`config.mk`:
```
export PLATFORM = sky130hd
export DESIGN_NAME = cps_ram
export DESIGN_NICKNAME = d
export VERILOG_FILES = /design/src/hdl/convex_polygon_sat_collision_macros.svh /design/src/hdl/cps_ram.sv
export SDC_FILE = /design/constraint.sdc
export NUM_CORES = 1
export LEC_CHECK = 0
export BUFFER_PORTS_ARGS = -buffer_cell sky130_fd_sc_hd__buf_2
export CAP_MARGIN = 20
export CORE_ASPECT_RATIO = 0.9
export CORE_MARGIN = 5
export CORE_UTILIZATION = 40
export DETAILED_ROUTE_END_ITERATION = 10
export PLACE_DENSITY = 0.54
export SKIP_LAST_GASP = 1
export SLEW_MARGIN = 20
export SYNTH_ARGS = -nofsm -noshare
export SYNTH_HDL_FRONTEND = slang
export SYNTH_SLANG_ARGS = --single-unit
```
`constraint.sdc`:
```
create_clock -name clk -period 6.76 [get_ports clk]
set_input_delay 0.338 -clock clk [delete_from_list [all_inputs] [get_ports clk]]
set_output_delay 0.338 -clock clk [all_outputs]
set_load 0.01 [all_outputs]
```
`src/hdl/convex_polygon_sat_collision_macros.svh`:
```
// -----------------------------------------------------------------------------
// Assertion macros for the convex polygon collision block
// Shared concurrent assertion forms, clocked on clk and disabled in reset.
// -----------------------------------------------------------------------------
`ifndef CONVEX_POLYGON_SAT_COLLISION_MACROS_SVH
`define CONVEX_POLYGON_SAT_COLLISION_MACROS_SVH

// The consequent must hold in the same cycle as the antecedent.
`define CPS_ASSERT_SAME(label, ante, cons, msg) \
  label: assert property (@(posedge clk) disable iff (!rst_n) (ante) |-> (cons)) \
    else $error(msg);

// The consequent must hold in the cycle after the antecedent.
`define CPS_ASSERT_NEXT(label, ante, cons, msg) \
  label: assert property (@(posedge clk) disable iff (!rst_n) (ante) |=> (cons)) \
    else $error(msg);

`endif

```
`src/hdl/cps_ram.sv`:
```
// -----------------------------------------------------------------------------
// cps_ram
// Generic single write port, single read port RAM with registered read.
// -----------------------------------------------------------------------------
module cps_ram #(
  parameter int WIDTH = 32,
  parameter int DEPTH = 8
) (
  input  logic                     clk,
  input  logic                     we,
  input  logic [$clog2(DEPTH)-1:0] waddr,
  input  logic [WIDTH-1:0]         wdata,
  input  logic [$clog2(DEPTH)-1:0] raddr,
  output logic [WIDTH-1:0]         rdata
);

  logic [WIDTH-1:0] mem [DEPTH];
  logic [WIDTH-1:0] rdata_r;

  always_ff @(posedge clk) begin
    if (we) begin
      mem[waddr] <= wdata;
    end
    rdata_r <= mem[raddr];
  end

  assign rdata = rdata_r;

endmodule

```
==> reports/metrics.yaml <==
route:
  drt-total-wl_mm: 19.2
  drt_iter0_markers: 175
  routedWlPerCell_um: 21.8
  vias_per_cell: 5.04
  drc: 0
  drt-pass1-iter-count: 4
  vias: 4423
  final_antenna_net_count: 0
synthesis:
  syn-instance-count: 415
  synthesis.area_um2: 10500
  synth_cell_types: 13
  ys_seq_area_frac: 0.796
  synth_seq_cells: 288
  syn_nets: 455
  yosysWarnings: 0
  syn_area_per_cell_um2: 25.2
finish:
  finalNetCount: 549
  final_area_um2: 12100
  synthToLayoutAreaGrowth_pct: 15.9
  final_cell_mix: "edfxtp_1 (256), buf_2 (70), mux4_1 (40)"
  final_common_cell: "edfxtp_1"
  regArea_um2: 8330
  multi_input_area_um2: 2070
  nFillCells: 2198
  antennaDiodeCount: 0
  layout-drive-gt1-share: 0.349
placement:
  numPortBuffers: 71
  place.gp.congestion: 0.649
  pre_cts_slack_ps: 4190
  hpwl_mm: 9.63
  postPlaceCellArea_um2: 11300
cts:
  root_buffer: "clkbuf_16"
  holdBufCountCts: 0
  cts_resized: 0
  path_clk_slew_ps: 60
  cts_buffer_depth: 3
  post_cts_buffers: 0
  cts_tree: "done"
  htreeDepth: 1
  clk-insertion-delay-late_ps: 530
  cts_sinks: 288
  cts_buffers: 29
setup_path:
  crit_arrival_ps: 2330
  crit_start: "raddr[0]"
  r2r_slack_ps: 5490
  path_delay_family: "buffers and inverters"
  r2r_end: "rdata[17]"
  rr_startpoint: "mem[0][17]"
  critical_path.max_fanout: 36
  crit_top_cell: "buf_4"
  crit_path_top_delay_cell: "buf_4"
  cp.required_ps: 7170
  crit_path_max_incr_delay_ps: 640
  start_kind: "input pin"
  criticalPathCategory: "in -> reg"
  path_cells: "buf_4, buf_4, mux4_1, mux2_2"
  reg2reg_depth: 2
  critPathBufInv: 2
  cp-end-kind: "flip-flop"
timing:
  tightest_slew_ps: 1030
  fmax_mhz: 520
  rsz0062_at_grt: "false"
  tns_ps: 0
  period_minus_slack_ps: 1920
  setup_viol: 0
  layout_setup_ws_ps: 4840
  finalHoldViolCount: 0
  fin_crit_sh: 0.284
  max_slew_margin: 0.315
  fin_worst_skew_ps: 15.0
  slew_violations: 0
grt:
  grt_pass1_vias: 4850
  grt_pass1_wl_mm: 29.0
  overflow: 0
  antenna_found_initial: 1
  grt_max_degree: 65
  grt_usage: 0.130
power:
  combPwrFrac: 0.051
  power_frac_clock: 0.397
  p_leak_nw: 4.09
  power.share.sequential: 0.553
  sw_frac_of_total: 0.200
  ir_drop_uv: 213
  p_sw_mw: 0.734
  p_per_area_nw_per_um2: 303
  p_int_mw: 2.94
  p_total_mw: 3.67
die:
  initial_utilization: 0.404
  rows: 56
  die_h_um: 163
  die_area_um2: 29500
  die_w_um: 181
  core_area_um2: 25900
  pin_count: 72
hold_path:
  hold_start: "wdata[9]"
  min_path_cells: 1
  holdPathEnd: "mem[4][9]"
  hold_path.class: "in -> reg"
flow_run:
  drv_cap: 0
status:
  status: "finished clean"
-- flip-flops by register name, indices dropped and copies added (netlist names) --
register	flops
rdata	32
mem	256
-- how the worst max path moves through the flow --
stage / slack [ps] / endpoint / depth (start not counted)
2_1_floorplan: 3580 / mem[0][0] / 2
3_3_place_gp: 4240 / rdata[8] / 4
3_5_place_dp: 4190 / rdata[4] / 4
4_1_cts: 4750 / rdata[17] / 4
5_1_grt: 4690 / rdata[7] / 4
6_report: 4840 / rdata[17] / 4
-- per-stage QoR --
stage | hold slack (ps) | std cells | utilization
after floorplan | 437 | 415 | -
after global placement | 591 | 826 | 0.434
after detailed placement | 607 | 826 | 0.434
after CTS | 38.1 | 878 | 0.468
after global routing | 49.8 | 878 | 0.468
final | 62.8 | 878 | 0.468
-- final cells by class --
class                           instances  area share
Tap cell                              348      0.0359
Multi-Input combinational cell        109       0.170
Clock inverter                         18     0.00887
Sequential cell                       288       0.686
Timing Repair Buffer                   81      0.0357
Clock buffer                           34      0.0630
-- power by group through the flow --
stage / registers (mW) / logic (mW) / clock network [mW]
final: 2.03 / 0.187 / 1.46
after global routing: 2.03 / 0.203 / 1.58
after CTS: 2.03 / 0.193 / 1.50
after detailed placement: 2.07 / 0.192 / 0
after global placement: 2.06 / 0.187 / 0
after floorplan: 2.07 / 0.102 / 0
-- synthesized netlist by cell type --
| cell type | n | share of area |
|---|---|---|
| buf_1 | 4 | 0.0014 |
| buf_2 | 6 | 0.0029 |
| buf_6 | 7 | 0.0075 |
| clkbuf_1 | 1 | 0.00036 |
| dfxtp_1 | 32 | 0.061 |
| edfxtp_1 | 256 | 0.73 |
| mux2_2 | 32 | 0.034 |
| mux4_1 | 40 | 0.10 |
| mux4_2 | 24 | 0.052 |
| nand2_1 | 2 | 0.00072 |
| nand2b_1 | 3 | 0.0018 |
| nor2_1 | 6 | 0.0022 |
| nor3_1 | 2 | 0.00096 |
-- worst reg2reg max path, stage by stage, from the launching register on --
cell and delay (ps):
edfxtp_1 380, mux4_1 510, mux2_2 270
-- kinds of logic after synthesis --
family / count (synthesis) / synth area share
flip-flops: 288 / 0.796
multiplexers: 96 / 0.186
buffers and inverters: 18 / 0.0122
AND/OR/NAND/NOR: 13 / 0.00562
-- layer usage --
| layer | global-route usage | part of all wire | wire length (um) |
|---|---|---|---|
| met1 | 0.156 | 0.41 | 7880 |
| met2 | 0.242 | 0.53 | 10200 |
| met3 | 0.0278 | 0.039 | 745 |
| met4 | 0.0278 | 0.016 | 311 |
| met5 | 0 | 0.00068 | 13 |
Note: power is estimated with default switching activity, not from simulation.
