### config.mk
export PLATFORM = sky130hd
export DESIGN_NAME = cps_ctrl
export DESIGN_NICKNAME = d
export VERILOG_FILES = /design/src/hdl/cps_pkg.sv /design/src/hdl/cps_ctrl.sv
export VERILOG_INCLUDE_DIRS = /design/src /design/src/hdl
export SDC_FILE = /design/constraint.sdc
export NUM_CORES = 1
export LEC_CHECK = 0
export ABC_CLOCK_PERIOD_IN_PS = 2600
export BUFFER_PORTS_ARGS = -buffer_cell sky130_fd_sc_hd__buf_2
export CAP_MARGIN = 30
export CORE_MARGIN = 5
export CORE_UTILIZATION = 43
export DETAILED_ROUTE_END_ITERATION = 7
export PLACE_DENSITY = 0.62
export SLEW_MARGIN = 25
export SYNTH_ARGS = -nofsm -noshare
export SYNTH_HDL_FRONTEND = slang
export SYNTH_SLANG_ARGS = --single-unit
### constraint.sdc
create_clock -name clk -period 2.6 [get_ports clk]
set_input_delay 0.13 -clock clk [delete_from_list [all_inputs] [get_ports clk]]
set_output_delay 0.13 -clock clk [all_outputs]
set_load 0.02 [all_outputs]
### src/hdl/convex_polygon_sat_collision_macros.svh
// -----------------------------------------------------------------------------
// Assertion macros for the convex polygon collision block
// Shared concurrent assertion forms, clocked on clk and disabled in reset.
// -----------------------------------------------------------------------------
`ifndef CONVEX_POLYGON_SAT_COLLISION_MACROS_SVH
`define CONVEX_POLYGON_SAT_COLLISION_MACROS_SVH

// The consequent must hold in the same cycle as the antecedent.
`define CPS_ASSERT_SAME(label, ante, cons, msg) \
  label: assert property (@(posedge clk) disable iff (!rst_n) (ante) |-> (cons)) \
    else $error(msg);

// The consequent must hold in the cycle after the antecedent.
`define CPS_ASSERT_NEXT(label, ante, cons, msg) \
  label: assert property (@(posedge clk) disable iff (!rst_n) (ante) |=> (cons)) \
    else $error(msg);

`endif

### src/hdl/cps_pkg.sv
// -----------------------------------------------------------------------------
// cps_pkg
// Types and constants shared by the controller and the datapath.
// -----------------------------------------------------------------------------
package cps_pkg;

  // Result status codes.
  localparam logic [1:0] ST_OK  = 2'd0;
  localparam logic [1:0] ST_FEW = 2'd1;
  localparam logic [1:0] ST_OVF = 2'd2;

  // Datapath operations.
  localparam logic [4:0] OP_NOP    = 5'd0;
  localparam logic [4:0] OP_LOAD   = 5'd1;
  localparam logic [4:0] OP_CLR    = 5'd2;
  localparam logic [4:0] OP_CAP_PI = 5'd3;
  localparam logic [4:0] OP_EDGE   = 5'd4;
  localparam logic [4:0] OP_NORM   = 5'd5;
  localparam logic [4:0] OP_SQRT   = 5'd6;
  localparam logic [4:0] OP_DINIT  = 5'd7;
  localparam logic [4:0] OP_DSTEP  = 5'd8;
  localparam logic [4:0] OP_DEND   = 5'd9;
  localparam logic [4:0] OP_PMX    = 5'd10;
  localparam logic [4:0] OP_PMY    = 5'd11;
  localparam logic [4:0] OP_PUP    = 5'd12;
  localparam logic [4:0] OP_CMP    = 5'd13;
  localparam logic [4:0] OP_C1     = 5'd14;
  localparam logic [4:0] OP_C2     = 5'd15;
  localparam logic [4:0] OP_C3     = 5'd16;
  localparam logic [4:0] OP_RES    = 5'd17;

  // Iteration counts of the root and the quotient.
  localparam int SQRT_STEPS = 25;
  localparam int DIV_STEPS  = 15;

  typedef struct packed {
    logic [4:0] op;
    logic       sel;         // 0 = polygon A, 1 = polygon B
    logic       comp;        // 0 = x component, 1 = y component
    logic [1:0] res_status;
    logic       res_coll;
  } dp_cmd_t;

  typedef struct packed {
    logic rad_zero;
    logic separated;
  } dp_stat_t;

endpackage

### src/hdl/cps_ctrl.sv
// -----------------------------------------------------------------------------
// cps_ctrl
// Sequencer for loading, the axis loop, projections and the result.
// -----------------------------------------------------------------------------
`include "convex_polygon_sat_collision_macros.svh"

module cps_ctrl #(
  parameter int MAX_VERTICES = 8
) (
  input  logic                              clk,
  input  logic                              rst_n,
  input  logic                              start,
  input  logic                              in_action,
  input  logic                              in_last_vertex,
  output logic                              busy,
  output logic                              wr_a,
  output logic                              wr_b,
  output logic [$clog2(MAX_VERTICES)-1:0]   waddr,
  output logic [$clog2(MAX_VERTICES)-1:0]   raddr,
  output logic [$clog2(MAX_VERTICES+1)-1:0] cnt_a,
  output logic [$clog2(MAX_VERTICES+1)-1:0] cnt_b,
  output cps_pkg::dp_cmd_t                  cmd,
  input  cps_pkg::dp_stat_t                 st
);

  localparam int CW = $clog2(MAX_VERTICES + 1);
  localparam int IW = $clog2(MAX_VERTICES);
  localparam logic [CW-1:0] MAXC = CW'(MAX_VERTICES);
  localparam logic [CW-1:0] MINC = CW'(3);

  localparam logic [4:0] S_IDLE  = 5'd0;
  localparam logic [4:0] S_EVAL  = 5'd1;
  localparam logic [4:0] S_ERA   = 5'd2;
  localparam logic [4:0] S_ERB   = 5'd3;
  localparam logic [4:0] S_EN    = 5'd4;
  localparam logic [4:0] S_ES    = 5'd5;
  localparam logic [4:0] S_ECHK  = 5'd6;
  localparam logic [4:0] S_SQ    = 5'd7;
  localparam logic [4:0] S_DINIT = 5'd8;
  localparam logic [4:0] S_DSTEP = 5'd9;
  localparam logic [4:0] S_DEND  = 5'd10;
  localparam logic [4:0] S_PRD   = 5'd11;
  localparam logic [4:0] S_PMX   = 5'd12;
  localparam logic [4:0] S_PMY   = 5'd13;
  localparam logic [4:0] S_PUP   = 5'd14;
  localparam logic [4:0] S_CMP   = 5'd15;
  localparam logic [4:0] S_C1    = 5'd16;
  localparam logic [4:0] S_C2    = 5'd17;
  localparam logic [4:0] S_C3    = 5'd18;
  localparam logic [4:0] S_DONE  = 5'd19;

  logic [4:0]    state_r, state_nxt;
  logic [CW-1:0] cnt_a_r, cnt_a_nxt, cnt_b_r, cnt_b_nxt;
  logic          ovf_r, ovf_nxt;
  logic          pa_r, pa_nxt, pp_r, pp_nxt, comp_r, comp_nxt;
  logic [CW-1:0] ei_r, ei_nxt, k_r, k_nxt;
  logic [4:0]    step_r, step_nxt;
  logic [1:0]    rstat_r, rstat_nxt;
  logic          rcoll_r, rcoll_nxt;

  logic          accept;
  logic [CW-1:0] n_src, n_proj, ei_inc, ej, k_inc;

  assign accept = start && (state_r == S_IDLE);
  assign busy   = (state_r != S_IDLE);
  assign n_src  = pa_r ? cnt_b_r : cnt_a_r;
  assign n_proj = pp_r ? cnt_b_r : cnt_a_r;
  assign ei_inc = ei_r + CW'(1);
  assign k_inc  = k_r + CW'(1);
  assign ej     = (ei_inc == n_src) ? '0 : ei_inc;
  assign cnt_a  = cnt_a_r;
  assign cnt_b  = cnt_b_r;
  assign waddr  = in_action ? cnt_b_r[IW-1:0] : cnt_a_r[IW-1:0];

  always_comb begin
    unique case (state_r)
      S_ERA:   raddr = ei_r[IW-1:0];
      S_ERB:   raddr = ej[IW-1:0];
      default: raddr = k_r[IW-1:0];
    endcase
  end

  always_comb begin
    state_nxt  = state_r;
    cnt_a_nxt  = cnt_a_r;
    cnt_b_nxt  = cnt_b_r;
    ovf_nxt    = ovf_r;
    pa_nxt     = pa_r;
    pp_nxt     = pp_r;
    comp_nxt   = comp_r;
    ei_nxt     = ei_r;
    k_nxt      = k_r;
    step_nxt   = step_r;
    rstat_nxt  = rstat_r;
    rcoll_nxt  = rcoll_r;
    wr_a       = 1'b0;
    wr_b       = 1'b0;
    cmd        = '{op: cps_pkg::OP_NOP, sel: 1'b0, comp: 1'b0,
                   res_status: rstat_r, res_coll: rcoll_r};
    unique case (state_r)
      S_IDLE: begin
        if (accept) begin
          cmd.sel = in_action;
          if (in_action) begin
            if (cnt_b_r < MAXC) begin
              wr_b      = 1'b1;
              cnt_b_nxt = cnt_b_r + CW'(1);
              cmd.op    = cps_pkg::OP_LOAD;
            end else begin
              ovf_nxt = 1'b1;
            end
            if (in_last_vertex) begin
              state_nxt = S_EVAL;
            end
          end else begin
            if (cnt_a_r < MAXC) begin
              wr_a      = 1'b1;
              cnt_a_nxt = cnt_a_r + CW'(1);
              cmd.op    = cps_pkg::OP_LOAD;
            end else begin
              ovf_nxt = 1'b1;
            end
          end
        end
      end
      S_EVAL: begin
        rcoll_nxt = 1'b0;
        if (ovf_r) begin
          rstat_nxt = cps_pkg::ST_OVF;
          state_nxt = S_DONE;
        end else if (cnt_a_r < MINC || cnt_b_r < MINC) begin
          rstat_nxt = cps_pkg::ST_FEW;
          state_nxt = S_DONE;
        end else begin
          rstat_nxt = cps_pkg::ST_OK;
          cmd.op    = cps_pkg::OP_CLR;
          pa_nxt    = 1'b0;
          ei_nxt    = '0;
          state_nxt = S_ERA;
        end
      end
      S_ERA: begin
        state_nxt = S_ERB;
      end
      S_ERB: begin
        cmd.op    = cps_pkg::OP_CAP_PI;
        cmd.sel   = pa_r;
        state_nxt = S_EN;
      end
      S_EN: begin
        cmd.op    = cps_pkg::OP_EDGE;
        cmd.sel   = pa_r;
        state_nxt = S_ES;
      end
      S_ES: begin
        cmd.op    = cps_pkg::OP_NORM;
        state_nxt = S_ECHK;
      end
      S_ECHK: begin
        step_nxt = '0;
        if (!st.rad_zero) begin
          state_nxt = S_SQ;
        end else if (ei_inc != n_src) begin
          // A zero-length edge gives no axis: move on to the next edge.
          ei_nxt    = ei_inc;
          state_nxt = S_ERA;
        end else if (!pa_r) begin
          pa_nxt    = 1'b1;
          ei_nxt    = '0;
          state_nxt = S_ERA;
        end else begin
          state_nxt = S_C1;
        end
      end
      S_SQ: begin
        cmd.op   = cps_pkg::OP_SQRT;
        step_nxt = step_r + 5'd1;
        if (step_r == 5'(cps_pkg::SQRT_STEPS - 1)) begin
          comp_nxt  = 1'b0;
          state_nxt = S_DINIT;
        end
      end
      S_DINIT: begin
        cmd.op    = cps_pkg::OP_DINIT;
        cmd.comp  = comp_r;
        step_nxt  = '0;
        state_nxt = S_DSTEP;
      end
      S_DSTEP: begin
        cmd.op   = cps_pkg::OP_DSTEP;
        step_nxt = step_r + 5'd1;
        if (step_r == 5'(cps_pkg::DIV_STEPS - 1)) begin
          state_nxt = S_DEND;
        end
      end
      S_DEND: begin
        cmd.op   = cps_pkg::OP_DEND;
        cmd.comp = comp_r;
        if (!comp_r) begin
          comp_nxt  = 1'b1;
          state_nxt = S_DINIT;
        end else begin
          pp_nxt    = 1'b0;
          k_nxt     = '0;
          state_nxt = S_PRD;
        end
      end
      S_PRD: begin
        state_nxt = S_PMX;
      end
      S_PMX: begin
        cmd.op    = cps_pkg::OP_PMX;
        cmd.sel   = pp_r;
        state_nxt = S_PMY;
      end
      S_PMY: begin
        cmd.op    = cps_pkg::OP_PMY;
        state_nxt = S_PUP;
      end
      S_PUP: begin
        cmd.op  = cps_pkg::OP_PUP;
        cmd.sel = pp_r;
        if (k_inc != n_proj) begin
          k_nxt     = k_inc;
          state_nxt = S_PRD;
        end else if (!pp_r) begin
          pp_nxt    = 1'b1;
          k_nxt     = '0;
          state_nxt = S_PRD;
        end else begin
          state_nxt = S_CMP;
        end
      end
      S_CMP: begin
        cmd.op = cps_pkg::OP_CMP;
        if (st.separated) begin
          rcoll_nxt = 1'b0;
          state_nxt = S_DONE;
        end else if (ei_inc != n_src) begin
          ei_nxt    = ei_inc;
          state_nxt = S_ERA;
        end else if (!pa_r) begin
          pa_nxt    = 1'b1;
          ei_nxt    = '0;
          state_nxt = S_ERA;
        end else begin
          state_nxt = S_C1;
        end
      end
      S_C1: begin
        cmd.op    = cps_pkg::OP_C1;
        state_nxt = S_C2;
      end
      S_C2: begin
        cmd.op    = cps_pkg::OP_C2;
        state_nxt = S_C3;
      end
      S_C3: begin
        cmd.op    = cps_pkg::OP_C3;
        rcoll_nxt = 1'b1;
        state_nxt = S_DONE;
      end
      S_DONE: begin
        cmd.op    = cps_pkg::OP_RES;
        cnt_a_nxt = '0;
        cnt_b_nxt = '0;
        ovf_nxt   = 1'b0;
        state_nxt = S_IDLE;
      end
      default: begin
        state_nxt = S_IDLE;
      end
    endcase
  end

  always_ff @(posedge clk) begin
    if (!rst_n) begin
      state_r <= S_IDLE;
      cnt_a_r <= '0;
      cnt_b_r <= '0;
      ovf_r   <= 1'b0;
      pa_r    <= 1'b0;
      pp_r    <= 1'b0;
      comp_r  <= 1'b0;
      ei_r    <= '0;
      k_r     <= '0;
      step_r  <= '0;
      rstat_r <= cps_pkg::ST_OK;
      rcoll_r <= 1'b0;
    end else begin
      state_r <= state_nxt;
      cnt_a_r <= cnt_a_nxt;
      cnt_b_r <= cnt_b_nxt;
      ovf_r   <= ovf_nxt;
      pa_r    <= pa_nxt;
      pp_r    <= pp_nxt;
      comp_r  <= comp_nxt;
      ei_r    <= ei_nxt;
      k_r     <= k_nxt;
      step_r  <= step_nxt;
      rstat_r <= rstat_nxt;
      rcoll_r <= rcoll_nxt;
    end
  end

  `CPS_ASSERT_NEXT(a_last_b_starts, accept && in_action && in_last_vertex, busy, "test did not start")
  `CPS_ASSERT_SAME(a_cnt_bound, 1'b1, cnt_a_r <= MAXC && cnt_b_r <= MAXC, "count beyond capacity")
  `CPS_ASSERT_NEXT(a_done_clears, state_r == S_DONE, cnt_a_r == '0 && cnt_b_r == '0 && !ovf_r, "counts not cleared")

endmodule

==> results.py, run 1 <==
metrics = {
    "clock_tree": {
        "root_buffer": "clkbuf_8",
        "clk_pin_slew_ns": 0.08,
        "cts_buffers": 5,
        "cts.sinks": 33,
        "hold_buffers": 0,
        "cts_buffer_depth": 2,
        "cts_tree": "yes",
        "clk_latency_ns": 0.29,
        "cts_max_level": 2,
    },
    "place": {
        "dp.cells": 420,
        "placed_area_mm2": 0.00274,
        "io_buffers": 33,
        "finalWeightedCongestion": 0.880,
        "place_ws_ns": 0.331,
        "hpwl_mm": 4.84,
    },
    "global_route": {
        "grt-ovfl-total": 0,
        "grt_use_met3_pct": 2.98,
        "gr-usage-met1_pct": 26.4,
        "use_met2_pct": 27.4,
        "track_usage_pct": 18.0,
        "grt_first_pass_wirelength_mm": 10.9,
        "grt_max_degree": 24,
        "grt_pass1_vias": 2271,
        "top_usage_layer": "met2",
        "antenna_found_initial": 0,
    },
    "timing": {
        "min_period_ns": 2.44,
        "hold_viol_final": 0,
        "fin_ws_ns": 0.160,
        "setup-violations-final": 0,
        "worstMarginPinSlew_ns": 0.533,
        "maxSlewHeadroom_pct": 63.6,
        "fin_crit_sh_pct": 93.9,
        "timing.fmax_mhz": 410,
        "rsz0062_at_grt": "no",
        "fin_tns_setup_ns": 0,
        "finClkSkew_ns": 0.00895,
        "whs_ns": 0.187,
        "slew_viol_final": 0,
    },
    "power": {
        "p_leak_nw": 1.20,
        "sequentialPowerShare_pct": 26.6,
        "finalPower_mw": 2.57,
        "switching_share_pct": 43.8,
        "cell_internal_pwr_mw": 1.44,
        "ir_worst_vdd_uv": 545,
        "pwr-share-clk_pct": 23.3,
        "pwr-share-comb_pct": 50.1,
        "p_switching_mw": 1.12,
        "power_density_mw_per_mm2": 892,
    },
    "floorplanning": {
        "fp.coreArea_mm2": 0.00554,
        "die_area_mm2": 0.00739,
        "fp-row-count": 27,
        "fp.dieH_um": 85.9,
        "fp.dieW_um": 85.9,
        "start_util_pct": 44.8,
        "ioPinCount": 34,
    },
    "yosys": {
        "syn-num-nets": 337,
        "syn-cell-area_mm2": 0.00248,
        "seq_area_frac_synth_pct": 26.6,
        "synth_area_leader_cell": "dfxtp_1",
        "yosysTopAreaCellShare_pct": 26.6,
        "synth_top_flop_cell": "dfxtp_1",
        "synth_area_leaders": "dfxtp_1 27%, nor2_1 5.6%, a21oi_1 4.4%",
        "synth.distinct_cells": 67,
        "synth_edf_count": 0,
        "synth_warnings": 0,
        "syn_avg_cell_area_um2": 7.68,
        "ys_async_sr_fraction_pct": 0,
        "synth_cells": 323,
        "synth-seq-cells": 33,
    },
    "worst_setup_path": {
        "cp_data_arrival_time_ns": 2.31,
        "crit_chain": "ha_1 > xor2_1 > xnor2_1 > or4_4 > nor3b_1 > a21oi_1 > o21ai_0 > buf_2",
        "worstSetupEndpointType": "primary output",
        "cp-start-kind": "flop",
        "crit_type": "flop to primary output",
        "slowest_delay_ns": 0.56,
        "critPathSlowestCell": "or4_4",
        "crit_fanout": 6,
        "worstPathRequired_ns": 2.47,
    },
    "final_layout": {
        "utilization_pct": 51.9,
        "mostFrequentLayoutCells": "37 x nor2_1, 33 x buf_2, 30 x dfxtp_1",
        "syn_to_final_growth_pct": 16.0,
        "final_area_mm2": 0.00288,
        "drive_gt1_share_pct": 20.2,
        "layout.nets": 369,
        "stdcell_count": 428,
        "n_antenna_cell": 0,
        "final_common_cell": "nor2_1",
    },
    "route": {
        "first_pass_iters": 4,
        "drt_iter0_drc": 226,
        "via_per_inst": 5.71,
        "via_count": 2445,
        "wirelength_mm": 6.49,
        "antenna_left": 0,
        "drcViolationCount": 0,
        "wl_per_cell_um": 15.2,
    },
    "status": {
        "status": "complete, no violations",
    },
    "worst_hold_path": {
        "hp-class": "input pin to flop",
    },
    "flow_run": {
        "cap_viol_max_count": 0,
    },
}
## cells in the mapped netlist, types with 2 or more instances
| library cell | instances |
|---|---|
| or3_1 | 3 |
| a21oi_1 | 22 |
| nor3_1 | 12 |
| a31oi_1 | 5 |
| xnor2_1 | 8 |
| a311oi_1 | 2 |
| xnor3_1 | 2 |
| inv_2 | 2 |
| and3_1 | 5 |
| o211ai_1 | 5 |
| nand3_1 | 15 |
| nand2_1 | 25 |
| or4_4 | 2 |
| clkbuf_1 | 14 |
| or4b_1 | 2 |
| nand4_1 | 5 |
| o211a_1 | 3 |
| xor2_1 | 7 |
| a22o_1 | 2 |
| o2111ai_1 | 2 |
| a41oi_1 | 2 |
| nor2b_1 | 4 |
| mux2_2 | 4 |
| and2_1 | 3 |
| ha_1 | 7 |
| buf_1 | 2 |
| mux2i_1 | 11 |
| inv_1 | 10 |
| nor2_1 | 37 |
| nand3b_1 | 3 |
| o21ai_0 | 15 |
| o22ai_1 | 5 |
| nor3b_1 | 6 |
| a2bb2oi_1 | 2 |
| nand2b_1 | 4 |
| dfxtp_1 | 33 |
| buf_2 | 2 |
## routing by layer
metal  up-vias  wire length, µm
met5         -                0
met4         0               69
met3         7              420
met2        77             2770
met1      1116             3230
li1       1245                -
## critical path, delay by kind of cell, from the launching register on
kind / cells / cell delay, ns
buffers and inverters: 1 / 0.16
xor gates and xnor gates: 2 / 0.31
AOI/OAI and AO/OA: 2 / 0.20
and+or+nand+nor: 2 / 0.72
adders and majority gates: 1 / 0.21
DFF: 1 / 0.40
## area by class of cell
cell class	count	area, µm²
clock inverter	3	68.8
sequential	33	664
timing repair buffer	45	255
inverter	13	48.8
clock buffer	5	68.8
multi-input combinational	257	1680
fill	560	2660
tap	72	90.1
## path summary, 6_finish.rpt
kind                            slack [ns]                 endpoint  cells past startpoint               startpoint
worst max-delay path                  0.16                 raddr[0]                      8     ei_r[0]$_SDFFE_PN0P_
worst min-delay path                  0.19        pa_r$_SDFFE_PN0P_                      2                    rst_n
worst max register to register        0.39  state_r[4]$_SDFFE_PN0P_                      6     ei_r[0]$_SDFFE_PN0P_
worst min register to register        0.50  rstat_r[1]$_SDFFE_PN0P_                      2  rstat_r[1]$_SDFFE_PN0P_
## timing repair
action / in CTS / in global routing
gates resized for setup: 0 / 3
endpoints found under the setup margin: 0 / 2
setup buffers: 0 / 0
endpoints found under the hold margin: 0 / 0
## power by group through the flow
stage	Combinational, mW	Clock (mW)	Sequential, mW
2_1_floorplan	0.923	0	0.666
3_3_place_gp	1.28	0	0.689
3_5_place_dp	1.28	0	0.689
4_1_cts	1.28	0.613	0.677
5_1_grt	1.42	0.635	0.696
6_report	1.28	0.599	0.682
## kinds of logic after synthesis
logic type | synth area share [%]
simple gates | 28.9
compound gates | 21.6
buf+inv | 5.55
flops | 26.6
xor+xnor | 7.11
mux | 6.71
fa+ha+maj | 3.53
## registers in the layout, indices dropped and copies added (netlist names)
register and cells:
cnt_b 4, rcoll_r 1, k_r 4, cnt_a 4
ovf_r 1, state_r 5, ei_r 4, rstat_r 2
pa_r 1, step_r 5, comp_r 1, pp_r 1
(Power assumes the default switching activity.)
==> run 2, diff against run 1 <==
--- a/config.mk
+++ b/config.mk
@@ -6,13 +6,14 @@
 export SDC_FILE = /design/constraint.sdc
 export NUM_CORES = 1
 export LEC_CHECK = 0
+export ABC_AREA = 1
 export ABC_CLOCK_PERIOD_IN_PS = 2600
 export BUFFER_PORTS_ARGS = -buffer_cell sky130_fd_sc_hd__buf_2
 export CAP_MARGIN = 30
 export CORE_MARGIN = 5
 export CORE_UTILIZATION = 43
 export DETAILED_ROUTE_END_ITERATION = 7
-export PLACE_DENSITY = 0.62
+export PLACE_DENSITY = 0.61
 export SLEW_MARGIN = 25
 export SYNTH_ARGS = -nofsm -noshare
 export SYNTH_HDL_FRONTEND = slang
==> run 2 against run 1 <==
Effect of this change:
- critical path depth is 1 higher
- clock-buffer cell count stayed put
- die area is 1.2% higher
- global-route usage is 1.4 points higher
- worst setup slack better by 0.055 ns
- utilization is 1.7 points lower
- flip-flop and latch count stayed put
- clock power is 20% lower
- combinational power is 14% lower
- routed wire length is 8.6% higher
- first-iteration DRC count is 18% lower
==> results.py, run 2 <==
metrics = {
    "route": {
        "drcViolationCount": 0,
        "drt_iter0_drc": 185,
        "wl_per_cell_um": 14.1,
        "via_per_inst": 5.29,
        "first_pass_iters": 4,
        "wirelength_mm": 7.04,
        "via_count": 2641,
        "antenna_left": 0,
    },
    "clock_tree": {
        "cts_tree": "yes",
        "clk_pin_slew_ns": 0.08,
        "cts_setup_buffers": 0,
        "cts_max_level": 2,
        "hold_buffers": 0,
        "cts_buffers": 5,
        "cts.sinks": 33,
        "cts_buffer_depth": 2,
        "cts_resized": 0,
        "root_buffer": "clkbuf_8",
        "clk_latency_ns": 0.29,
    },
    "final_layout": {
        "final_common_cell": "nand2_1",
        "syn_to_final_growth_pct": 12.3,
        "drive_gt1_share_pct": 19.2,
        "n_antenna_cell": 0,
        "multi_input_area_mm2": 0.00158,
        "reg_top3": "state_r (5), step_r (5)",
        "final_area_mm2": 0.00282,
        "layout.nets": 441,
        "mostFrequentLayoutCells": "113 x nand2_1, 45 x inv_1, 33 x dfxtp_1, 33 x buf_2, 29 x nand3_1",
        "seq_area_um2": 661,
        "nFillCells": 597,
    },
    "floorplanning": {
        "ioPinCount": 34,
        "fp-row-count": 27,
        "fp.dieH_um": 86.4,
        "fp.coreArea_mm2": 0.00561,
        "start_util_pct": 44.8,
        "die_area_mm2": 0.00747,
        "fp.dieW_um": 86.4,
    },
    "worst_setup_path": {
        "slowest_delay_ns": 0.55,
        "crit_fanout": 9,
        "rrSetupSlack_ns": 0.70,
        "crit_chain": "inv_2 > nor2_4 > nand3_2 > nor2_1 > inv_1 > nor2_1 > inv_1 > o211ai_1 > buf_2",
        "worstPathRequired_ns": 2.47,
        "crit_type": "flop to primary output",
        "ff2ff_path_depth": 12,
        "worstSetupEndpointType": "primary output",
        "critPathSlowestCell": "dfxtp_1",
        "cp_data_arrival_time_ns": 2.26,
        "cp-start-kind": "flop",
        "rr_endpoint": "ei_r[0]$_SDFFE_PN0P_",
        "r2r_start": "cnt_b[1]$_SDFFE_PN0P_",
    },
    "power": {
        "ir_worst_vdd_uv": 411,
        "power_density_mw_per_mm2": 799,
        "p_leak_nw": 1.33,
    },
    "worst_hold_path": {
        "hold_depth": 3,
        "holdPathEnd": "state_r[4]$_SDFFE_PN0P_",
        "hp-start": "st[1]",
        "hp-class": "input pin to flop",
    },
    "yosys": {
        "seq_area_frac_synth_pct": 26.3,
        "synthAdderAreaFrac_pct": 3.49,
        "synth_area_leaders": "dfxtp_1 26%, nand2_1 17%, inv_1 6.7%",
        "synth_xor_area_share_pct": 3.14,
        "synth.distinct_cells": 39,
        "syn-cell-area_mm2": 0.00251,
        "synth_top_family_by_area": "simple AND/OR/NAND/NOR gates",
        "syn_avg_cell_area_um2": 6.34,
        "ys_top_cells_by_count": "113 x nand2_1, 45 x inv_1, 33 x dfxtp_1",
        "synth_most_common_cell": "nand2_1",
        "synth.mux.area_fraction_pct": 0,
        "synth-seq-cells": 33,
        "synth-compound-area-share_pct": 16.0,
        "yosysTopAreaCellShare_pct": 26.3,
        "synth_area_leader_cell": "dfxtp_1",
        "synth_warnings": 0,
        "ys_async_sr_fraction_pct": 0,
        "synth_cells": 396,
        "synth_edf_count": 0,
        "yosys.area_share.simple_pct": 40.1,
        "synth_top_flop_cell": "dfxtp_1",
        "syn-num-nets": 410,
    },
    "place": {
        "hpwl_mm": 5.61,
        "io_buffers": 33,
        "finalWeightedCongestion": 0.896,
        "placed_area_mm2": 0.00272,
    },
    "timing": {
        "min_period_ns": 2.39,
        "fin_crit_sh_pct": 91.8,
        "rsz0062_at_grt": "no",
        "setup-violations-final": 0,
        "hold_viol_final": 0,
        "maxSlewHeadroom_pct": 48.5,
        "finClkSkew_ns": 0.00757,
        "worstMarginPinSlew_ns": 0.771,
        "slew_viol_final": 0,
        "timing.fmax_mhz": 419,
        "fin_tns_setup_ns": 0,
    },
    "global_route": {
        "grt-ovfl-total": 0,
        "grt_max_degree": 21,
        "track_usage_pct": 19.4,
        "antenna_found_initial": 0,
        "grt_first_pass_wirelength_mm": 11.6,
        "grt_pass1_vias": 2381,
    },
    "status": {
        "status": "complete, no violations",
    },
    "flow_run": {
        "cap_viol_max_count": 0,
    },
}
## run 2: cell count changes after synthesis, moves of 9 or more
cell,delta
nor2_1,-14
inv_2,+9
inv_1,+35
nand2_1,+88
mux2i_1,-11
nand3_1,+14
clkbuf_1,-10
## run 2: worst max-delay path, delay by kind of cell, from the launching register on
family | cells | cell delay (ns)
flip-flops | 1 | 0.55
AND/OR/NAND/NOR | 4 | 0.77
AO/OA/AOI/OAI | 1 | 0.13
buffers and inverters | 4 | 0.50
## run 2: layout make-up
cell class                      instances  area share [%]
Clock inverter                          2            1.24
Tap cell                               72            3.19
Inverter                               57            7.68
Sequential cell                        33            23.4
Multi-Input combinational cell        296            55.9
Clock buffer                            5            2.44
Timing Repair Buffer                   34            6.12
## run 2: worst max path at each step
stage | start | endpoint | slack [ns] | cells past startpoint
after floorplan | state_r[1]$_SDFFE_PN0P_ | cmd[5] | 0.73 | 10
after global placement | state_r[0]$_SDFFE_PN0P_ | cmd[6] | 0.49 | 9
after detailed placement | state_r[0]$_SDFFE_PN0P_ | cmd[6] | 0.52 | 9
after CTS | state_r[0]$_SDFFE_PN0P_ | cmd[6] | 0.19 | 9
after global routing | state_r[0]$_SDFFE_PN0P_ | cmd[6] | 0.03 | 9
final | state_r[0]$_SDFFE_PN0P_ | cmd[6] | 0.21 | 9
## run 2: metal layers
layer  vias to the layer above  global-route usage, %  wire [µm]
li1                       1356                      -          -
met4                         0                   3.82         38
met5                         -                      0          0
met1                      1206                   27.8       3410
met3                         4                   3.99        414
met2                        75                   30.1       3180
## run 2: per-stage QoR
stage          hold slack, ns  util [%]  setup slack [ns]  std cells  power (mW)
2_1_floorplan           0.304         -             0.727        396        1.49
3_5_place_dp            0.459      48.4             0.518        492        1.78
4_1_cts                 0.152      50.3             0.194        499        2.27
5_1_grt                 0.180      50.3            0.0313        499        2.43
3_3_place_gp            0.451      48.4             0.489        492        1.78
6_report                0.156      50.3             0.214        499        2.25
## run 2: logic make-up after synthesis
family                     Yosys count
and+or+nand+nor                    211
AOI/OAI and AO/OA                   69
buffers and inverters               67
DFF                                 33
xor gates and xnor gates             9
adders and majority gates            7
## run 2: power breakdown
| part | switching, mW | leakage [nW] | internal, mW | total (mW) |
|---|---|---|---|---|
| clock network | 0.200 | 0.0540 | 0.279 | 0.479 |
| logic | 0.757 | 1.00 | 0.342 | 1.10 |
| registers | 0.0990 | 0.268 | 0.577 | 0.676 |
| total | 1.06 | 1.33 | 1.20 | 2.25 |
